[config.mk]
export PLATFORM = sky130hd
export DESIGN_NAME = hid_keyboard_report_builder
export DESIGN_NICKNAME = d
export VERILOG_FILES = /design/src/hdl/hkr_pkg.sv /design/src/hdl/hid_keyboard_report_builder.sv /design/src/hdl/hkr_update.sv
export SDC_FILE = /design/constraint.sdc
export NUM_CORES = 1
export LEC_CHECK = 0
export BUFFER_PORTS_ARGS = -buffer_cell sky130_fd_sc_hd__buf_2
export CORE_UTILIZATION = 30
export DETAILED_ROUTE_END_ITERATION = 8
export MAX_ROUTING_LAYER = met4
export PLACE_DENSITY_LB_ADDON = 0.25
export SLEW_MARGIN = 25
export SYNTH_ARGS = -nofsm -noshare
export SYNTH_HDL_FRONTEND = slang
export SYNTH_SLANG_ARGS = --single-unit
[constraint.sdc]
create_clock -name clk -period 6.8 [get_ports clk]
set_input_delay 1.36 -clock clk [delete_from_list [all_inputs] [get_ports clk]]
set_output_delay 1.36 -clock clk [all_outputs]
set_load 0.03 [all_outputs]
[src/hdl/hkr_pkg.sv]
// ----------------------------------------------------------------------------
// HID keyboard report builder package
// Shared types and constants for the boot keyboard report logic.
// ----------------------------------------------------------------------------
package hkr_pkg;

  // Report layout.
  localparam int NumSlots = 6;
  localparam int SlotIdxW = $clog2(NumSlots);

  // Key code ranges: modifier keys sit at the top of the valid range.
  localparam logic [7:0] ModFirst = 8'hE0;
  localparam logic [7:0] ModLast  = 8'hE7;

  // Default for the auto-report register.
  localparam logic AutoReportReset = 1'b1;

  // Operation codes.
  typedef enum logic [2:0] {
    OpPress        = 3'd0,
    OpPressMask    = 3'd1,
    OpMaskPress    = 3'd2,
    OpRelease      = 3'd3,
    OpReleaseMask  = 3'd4,
    OpMaskRelease  = 3'd5,
    OpReleaseAll   = 3'd6,
    OpSend         = 3'd7
  } op_t;

  typedef logic [7:0] key_slots_t [NumSlots];

  // One captured input item.
  typedef struct packed {
    op_t        opcode;
    logic [7:0] key_code;
    logic [7:0] modifier_mask;
  } hkr_item_t;

  // Status of one processed item.
  typedef struct packed {
    logic success;
    logic report_sent;
  } hkr_status_t;

endpackage

[src/hdl/hid_keyboard_report_builder.sv]
// ----------------------------------------------------------------------------
// HID keyboard report builder
// Keeps a boot keyboard report (modifier byte, six key slots) and returns
// the updated report with status for every command.
// An input register in front of the update logic captures each accepted
// command, and a result register behind it raises done with the status,
// while the report state is updated from the same captured command.
// Throughput: one command per cycle; busy stays low.
// Reset clears the report, empties the pipeline and sets auto-report.
// The receiver cannot stall; each result is shown for one cycle only.
// ----------------------------------------------------------------------------
module hid_keyboard_report_builder import hkr_pkg::*; (
  input  logic       clk,
  input  logic       rst,
  input  logic       start,
  output logic       busy,
  input  logic [2:0] opcode,
  input  logic [7:0] key_code,
  input  logic [7:0] modifier_mask,
  input  logic       cfg_valid,
  output logic       cfg_ready,
  input  logic       cfg_data,
  output logic       done,
  output logic       success,
  output logic       report_sent,
  output logic [7:0] modifiers_out,
  output logic [7:0] slot0,
  output logic [7:0] slot1,
  output logic [7:0] slot2,
  output logic [7:0] slot3,
  output logic [7:0] slot4,
  output logic [7:0] slot5
);

  logic        auto_report;
  logic        item_valid;
  hkr_item_t   item;
  logic [7:0]  mods;
  key_slots_t  slots;
  logic [7:0]  mods_next;
  key_slots_t  slots_next;
  hkr_status_t status;
  hkr_status_t status_q;

  // The pipeline takes a command and a register write in every cycle.
  assign busy      = 1'b0;
  assign cfg_ready = 1'b1;

  // Auto-report register.
  always_ff @(posedge clk) begin
    if (rst) begin
      auto_report <= AutoReportReset;
    end else if (cfg_valid && cfg_ready) begin
      auto_report <= cfg_data;
    end
  end

  // Input register.
  always_ff @(posedge clk) begin
    if (rst) begin
      item_valid <= 1'b0;
    end else begin
      item_valid <= start && !busy;
    end
    if (start && !busy) begin
      item.opcode        <= op_t'(opcode);
      item.key_code      <= key_code;
      item.modifier_mask <= modifier_mask;
    end
  end

  hkr_update u_update (
    .item        (item),
    .mods        (mods),
    .slots       (slots),
    .auto_report (auto_report),
    .mods_next   (mods_next),
    .slots_next  (slots_next),
    .status      (status)
  );

  // Report state, updated once per captured command.
  always_ff @(posedge clk) begin
    if (rst) begin
      mods <= 8'd0;
      for (int i = 0; i < NumSlots; i++) begin
        slots[i] <= 8'd0;
      end
    end else if (item_valid) begin
      mods  <= mods_next;
      slots <= slots_next;
    end
  end

  // Result register: status with the transfer, report read from the state.
  always_ff @(posedge clk) begin
    if (rst) begin
      done <= 1'b0;
    end else begin
      done <= item_valid;
    end
    if (item_valid) begin
      status_q <= status;
    end
  end

  assign success       = status_q.success;
  assign report_sent   = status_q.report_sent;
  assign modifiers_out = mods;
  assign slot0         = slots[0];
  assign slot1         = slots[1];
  assign slot2         = slots[2];
  assign slot3         = slots[3];
  assign slot4         = slots[4];
  assign slot5         = slots[5];

endmodule

[src/hdl/hkr_update.sv]
// ----------------------------------------------------------------------------
// HID keyboard report update
// Applies one operation to the modifier byte and the six key slots and
// produces the success and report flags.
// ----------------------------------------------------------------------------
module hkr_update import hkr_pkg::*; (
  input  hkr_item_t   item,
  input  logic [7:0]  mods,
  input  key_slots_t  slots,
  input  logic        auto_report,
  output logic [7:0]  mods_next,
  output key_slots_t  slots_next,
  output hkr_status_t status
);

  logic                code_bad;
  logic                is_mod;
  logic [7:0]          mod_bit;
  logic                held;
  logic                free_found;
  logic [SlotIdxW-1:0] free_idx;
  logic                ok;

  // Classify the key code.
  assign code_bad = (item.key_code == 8'd0) || (item.key_code > ModLast);
  assign is_mod   = (item.key_code >= ModFirst);
  assign mod_bit  = 8'(1) << item.key_code[2:0];

  // Compare all slots in parallel; lowest empty slot wins.
  always_comb begin
    held       = 1'b0;
    free_found = 1'b0;
    free_idx   = '0;
    for (int i = NumSlots - 1; i >= 0; i--) begin
      if (slots[i] == item.key_code) begin
        held = 1'b1;
      end
      if (slots[i] == 8'd0) begin
        free_found = 1'b1;
        free_idx   = SlotIdxW'(i);
      end
    end
  end

  // Operation decode and state update.
  always_comb begin
    mods_next  = mods;
    slots_next = slots;
    ok         = 1'b1;
    case (item.opcode)
      OpPress, OpPressMask: begin
        if (code_bad) begin
          ok = 1'b0;
        end else if (is_mod) begin
          mods_next = mods | mod_bit;
        end else if (held || !free_found) begin
          ok = 1'b0;
        end else begin
          slots_next[free_idx] = item.key_code;
        end
        if (ok && (item.opcode == OpPressMask)) begin
          mods_next = mods_next | item.modifier_mask;
        end
      end
      OpRelease, OpReleaseMask: begin
        if (code_bad) begin
          ok = 1'b0;
        end else if (is_mod) begin
          mods_next = mods & ~mod_bit;
        end else begin
          for (int i = 0; i < NumSlots; i++) begin
            if (slots[i] == item.key_code) begin
              slots_next[i] = 8'd0;
            end
          end
        end
        if (ok && (item.opcode == OpReleaseMask)) begin
          mods_next = mods_next & ~item.modifier_mask;
        end
      end
      OpMaskPress: begin
        mods_next = mods | item.modifier_mask;
      end
      OpMaskRelease: begin
        mods_next = mods & ~item.modifier_mask;
      end
      OpReleaseAll: begin
        mods_next = 8'd0;
        for (int i = 0; i < NumSlots; i++) begin
          slots_next[i] = 8'd0;
        end
      end
      default: begin
        // Send leaves the report unchanged.
      end
    endcase
  end

  // A send always transmits; anything else transmits on success with auto-report.
  assign status.success     = ok;
  assign status.report_sent = (item.opcode == OpSend) || (ok && auto_report);

endmodule
After elaboration in Yosys (flattened, before gate mapping)
Cells that the tools add are included.
Operators by class
  shift operators: 1
  div/mod/pow operators: 0
  equality and inequality tests: 24
  add/sub/neg operators: 0
  reduce and logical (&&, ||, !) cells: 27
  bitwise logic cells: 9
  $lt $le $gt $ge: 4
  muxes and demuxes: 49
  $mul: 0
Operators by type and width (number)
  two-way mux 48 bit: 5
  one-hot mux 48 bit (3 select lines): 1
  two-way mux 8 bit: 15
  logical NOT 8 bit: 7
  bitwise mux 48 bit: 1
  == test 8 bit: 6
  AND reduction 8 bit: 6
  one-hot mux 8 bit (5 select lines): 1
  bitwise AND 8 bit: 3
  demux 8 bit (select 3 bit): 1
  bitwise OR 8 bit: 3
  two-way mux 1 bit: 18
  two-way mux 3 bit: 6
  inverter 8 bit: 2
  == test 3 bit (second input constant): 4
  != test 2 x 1 -> 1 bit (second input constant): 6
  != test 2 bit (second input constant): 5
  greater-or-equal comparator 8 bit (second input constant): 1
  greater-than comparator 8 bit (second input constant): 1
  left shift 1 x 3 -> 8 bit (first input constant): 1
  == test 3 x 2 -> 1 bit (second input constant): 2
  nonzero test 5 bit: 1
  greater-or-equal comparator 4 bit (second input constant): 1
  logical AND 1 bit: 4
  other kinds (10): 13
Storage, ports and cells
  bits in writable memories: 0
  output and inout port bits: 61
  memories: 0
  register bits after elaboration: 80
  word-level logic and storage cells: 129
  ROM bits: 0
  bits in latches: 0

Logic depth before layout (Yosys ltp)
  depth in word-level cells: 17
  depth in mapped cells: 10
  depth with buffers taken out: 7

Hierarchy
Synthesis repeated with hierarchy kept, for this count alone.
Unflattened totals
  cell total of the unflattened synthesis: 542
  area total of the unflattened synthesis: 5195.0 µm²
Modules (own cells, without submodules)
  hid_keyboard_report_builder: area an instance 2768.9 µm², instances 1, cells each 214
  hkr_update: area an instance 2426.1 µm², instances 1, cells each 328

Worst setup path before layout
OpenSTA, ideal clock, no wires.
  path kind: register to register
  start: reg slots (netlist bit slot1[4])
  end: reg slots (netlist bit slot5[6])
  path buffers: 2
  setup time: 0.072 ns
  required time: 6.728 ns
  stages on the path, launching flop included: 9
  arrival time: 2.460 ns
  path slack: 4.269 ns
  cells stage by stage: dfxtp_1 or4_1 or2_1 buf_6 a311o_1 o21ai_4 o211a_1 buf_6 mux2i_1
On the way
  word-level cells in the longest chain between the ends: 13
Ends and longest elaborated chain
  from (decl): line hid_keyboard_report_builder.sv:39  | key_slots_t slots;
  from (signal assigned): line hid_keyboard_report_builder.sv:91  | slots <= slots_next;
  logical NOT 8 bit: line hkr_update.sv:38  | if (slots[i] == 8'd0) begin
  two-way mux 3 bit (2 in series): line hkr_update.sv:38
  inverter 3 -> 4 bit (not written as such): line hkr_update.sv:59  | slots_next[free_idx] = item.key_code;
  greater-or-equal comparator 4 bit (not written as such) or < comparator 4 x 1 -> 1 bit (tied branches): line hkr_update.sv:59
  logical AND 1 bit (not written as such): line hkr_update.sv:59
  two-way mux 8 bit (not written as such): line hkr_update.sv:59
  demux 8 bit (select 3 bit): line hkr_update.sv:59
  bitwise mux 48 bit: line hkr_update.sv:59
  two-way mux 48 bit: line hkr_update.sv:56  | end else if (held || !free_found) begin
  two-way mux 48 bit: line hkr_update.sv:54  | end else if (is_mod) begin
  two-way mux 48 bit: line hkr_update.sv:52  | if (code_bad) begin
  one-hot mux 48 bit (3 select lines): line hkr_update.sv:50  | case (item.opcode)
Several ways; a longest one is shown, not always the timed one. The select of a mux whose other input is x is not followed.
A chain may end at the register's enable or synchronous reset.

Final worst setup path
  start: reg item[17] (netlist name)
  end: reg mods[5] (netlist: modifiers_out[5])
On the way
  word-level cells in the longest chain between the ends: 4
Ends and longest elaborated chain
  == test 3 bit (tied with other cells): line hkr_update.sv:50, hkr_update.sv:77
  logical AND 1 bit (tied with other cells): line hkr_update.sv:77  | if (ok && (item.opcode == OpReleaseMask)) begin
  two-way mux 8 bit (tied with other cells): line hkr_update.sv:77
  one-hot mux 8 bit (5 select lines) or AND reduction 2 bit (tied branches)
  to (signal assigned): line hid_keyboard_report_builder.sv:90  | mods <= mods_next;
  to (decl): line hid_keyboard_report_builder.sv:38  | logic [7:0] mods;
Several ways; a longest one is shown, not always the timed one.

==> impl_metrics.py <==
metrics = {
    "finish": {
        "syn2layout_area_growth_pct": 17.6,
        "multi_input_area_um2": 2830,
        "nFillCells": 1656,
        "final-seq-area_um2": 1810,
        "nets": 631,
        "drive_gt1_frac": 0.191,
        "antenna_cells": 0,
    },
    "timing": {
        "fmax_mhz": 317,
        "hold_viol": 0,
        "setup_viol": 0,
        "fin_skew_ps": 7.76,
        "slew-limit-headroom": 0.343,
        "period_minus_slack_ps": 3150,
        "setup_tns_ps": 0,
        "worst-slew-pin-transition_ps": 978,
        "fin_crit_sh": 0.464,
        "rsz0062_at_grt": "false",
        "slew_violations": 0,
    },
    "clock_network": {
        "clockRootBuffer": "clkbuf_16",
        "cts_setup_buffers": 0,
        "clock_sinks": 80,
        "cts_buffers": 9,
        "clk_latency_ps": 350,
        "cts-htree-levels": 3,
        "cts_resized": 0,
        "cts_hold_buffers": 0,
        "clk_pin_slew_ps": 60,
        "tritoncts": "yes",
        "max-clock-path-buffers": 2,
    },
    "placement": {
        "dp_hpwl_um": 10600,
        "finalWeightedCongestion": 0.827,
        "port_buffers": 82,
    },
    "critical_path": {
        "cp.required_ps": 7070,
        "worstReg2RegStart": "item[17]",
        "crit_arrival_ps": 3420,
        "cp_max_fo": 21,
        "critical_path.startpoint_type": "register",
        "rrSetupSlack_ps": 3650,
        "ff2ff_path_depth": 7,
        "crit_type": "reg -> reg",
        "reg2reg_to": "modifiers_out[5]",
        "endpoint_kind": "register",
    },
    "yosys": {
        "synth_fp_nets": 574,
        "synth_enable_flop_cells": 21,
        "ys_ff_latch": 80,
        "synth_area_um2": 4830,
        "ys.flop_type": "dfxtp_1",
        "ys_types": 58,
        "synth_area_leaders": "dfxtp_1, edfxtp_1, mux2i_1",
        "ys_seq_area_frac": 0.375,
        "syn_inst": 550,
        "yosysMostFrequentCell": "nand2_1",
        "synth_top_cell_by_area": "dfxtp_1",
        "ys_top_cells_by_count": "nand2_1, dfxtp_1, nand2b_1",
        "ys_async_sr_fraction": 0,
        "yosys_warnings": 0,
        "netlist.area_leader.share": 0.244,
        "syn_avg_cell_area_um2": 8.79,
    },
    "floorplan": {
        "fp.dieW_um": 129,
        "rows": 46,
        "io-pin-count": 85,
        "start_util": 0.305,
        "die_h_um": 129,
        "core_area_um2": 15800,
        "dieArea_um2": 16600,
    },
    "pwr": {
        "peakVddDrop_v": 0.000129,
        "p_per_area_nw_per_um2": 219,
        "clock_power_share": 0.427,
        "combPwrFrac": 0.136,
        "p_sw_uw": 347,
        "p_int_uw": 896,
        "pwr-share-seq": 0.437,
        "power_uw": 1240,
        "swShare": 0.279,
        "power_leakage_uw": 0.00234,
    },
    "global_routing": {
        "grt_pass1_vias": 4160,
        "grt_pass1_wl_um": 23200,
        "overflow": 0,
        "antenna_found_initial": 0,
        "grt_max_degree": 55,
        "grtUsageTotal": 0.190,
    },
    "detailed_routing": {
        "wl_um": 15000,
        "firstDrtPassIters": 5,
        "postRouteAntennaNets": 0,
        "wl_per_cell_um": 18.1,
        "vias_per_cell": 5.27,
        "vias": 4367,
        "drt_iter0_markers": 374,
        "drc": 0,
    },
    "worst_hold_path": {
        "hold_depth": 2,
        "hold_path_class": "reg -> reg",
        "min_to": "modifiers_out[5]",
        "hp-start": "modifiers_out[5]",
    },
    "run_status": {
        "status": "finished, final reports clean",
    },
    "flow_run": {
        "drv_cap": 0,
    },
}
## how the worst max path moves through the flow
stage / start / endpoint / cells after the start
after floorplan: slot1[4] / slot5[6] / 8
after global placement: rst / slot1[6] / 4
after detailed placement: rst / slot2[0] / 5
after CTS: item[17] / modifiers_out[5] / 7
after global routing: item[16] / modifiers_out[5] / 7
final: item[17] / modifiers_out[5] / 7
## power groups by stage
| stage | Combinational (µW) | Sequential [µW] | Clock (µW) |
|---|---|---|---|
| 5_1_grt | 183 | 545 | 558 |
| 4_1_cts | 167 | 542 | 541 |
| 3_3_place_gp | 163 | 552 | 0 |
| 2_1_floorplan | 134 | 534 | 0 |
| 3_5_place_dp | 167 | 552 | 0 |
| 6_report | 169 | 543 | 531 |
## cells by family after synthesis
| family | count (synthesis) | share of synthesized area |
|---|---|---|
| mux | 48 | 0.0994 |
| flops | 80 | 0.375 |
| buf+inv | 43 | 0.0414 |
| simple gates | 236 | 0.258 |
| compound gates | 93 | 0.137 |
| xor+xnor | 48 | 0.0870 |
| other cells | 2 | 0.00155 |
## per-layer routing
metal  wire length, µm  global-route usage  vias to the layer above
met5                 0                   -                        -
met3               875              0.0337                       26
met1              7060               0.252                     2099
met4               380              0.0865                        0
li1                  -                   -                     2059
met2              6660               0.281                      183
## sequential cells by signal, indices dropped and copies added, names as in the netlist
| signal | count |
|---|---|
| report_sent | 1 |
| done | 1 |
| item_valid | 1 |
| slot1 | 8 |
| slot5 | 8 |
| auto_report | 1 |
| slot0 | 8 |
| slot3 | 8 |
| success | 1 |
| slot2 | 8 |
| modifiers_out | 8 |
| item | 19 |
| slot4 | 8 |
## critical path, cell delays in order, from the launching register on
cell and delay [ps]:
edfxtp_1 790, clkinv_1 490, nor2_1 690, nand2_1 110
a21oi_1 650, a21o_1 140, nand2_1 50, a22oi_1 150
## cell usage in the layout, fill, tap and decap left out, drive strengths merged, types with 6 or more instances in the layout
master	instances
edfxtp	21
mux2i	48
buf	84
a21oi	18
a31oi	6
and2	10
a211oi	6
or4	6
xnor2	24
nor4	17
dfxtp	59
xor2	24
nand2b	51
nand2	77
nand3	16
nand4	7
o211ai	7
o21ai	21
clkbuf	12
nor3	14
nor2	25
## through the flow
| stage | setup slack (ps) | cell area, µm² | cells | hold WS (ps) | utilization |
|---|---|---|---|---|---|
| 5_1_grt | 3420 | 5680 | 828 | 551 | 0.359 |
| 6_report | 3650 | 5680 | 828 | 513 | 0.359 |
| 2_1_floorplan | 4270 | 4830 | 550 | 500 | - |
| 3_3_place_gp | 3320 | 5340 | 811 | 511 | 0.337 |
| 3_5_place_dp | 3670 | 5350 | 812 | 499 | 0.338 |
| 4_1_cts | 3770 | 5680 | 828 | 510 | 0.359 |
## area by class of cell
cell class                      instances  area share
Clock buffer                           12      0.0491
Clock inverter                          4     0.00815
Inverter                                5     0.00330
Multi-Input combinational cell        427       0.498
Sequential cell                        80       0.319
Tap cell                              216      0.0476
Timing Repair Buffer                   84      0.0744
(Power assumes the default switching activity.)
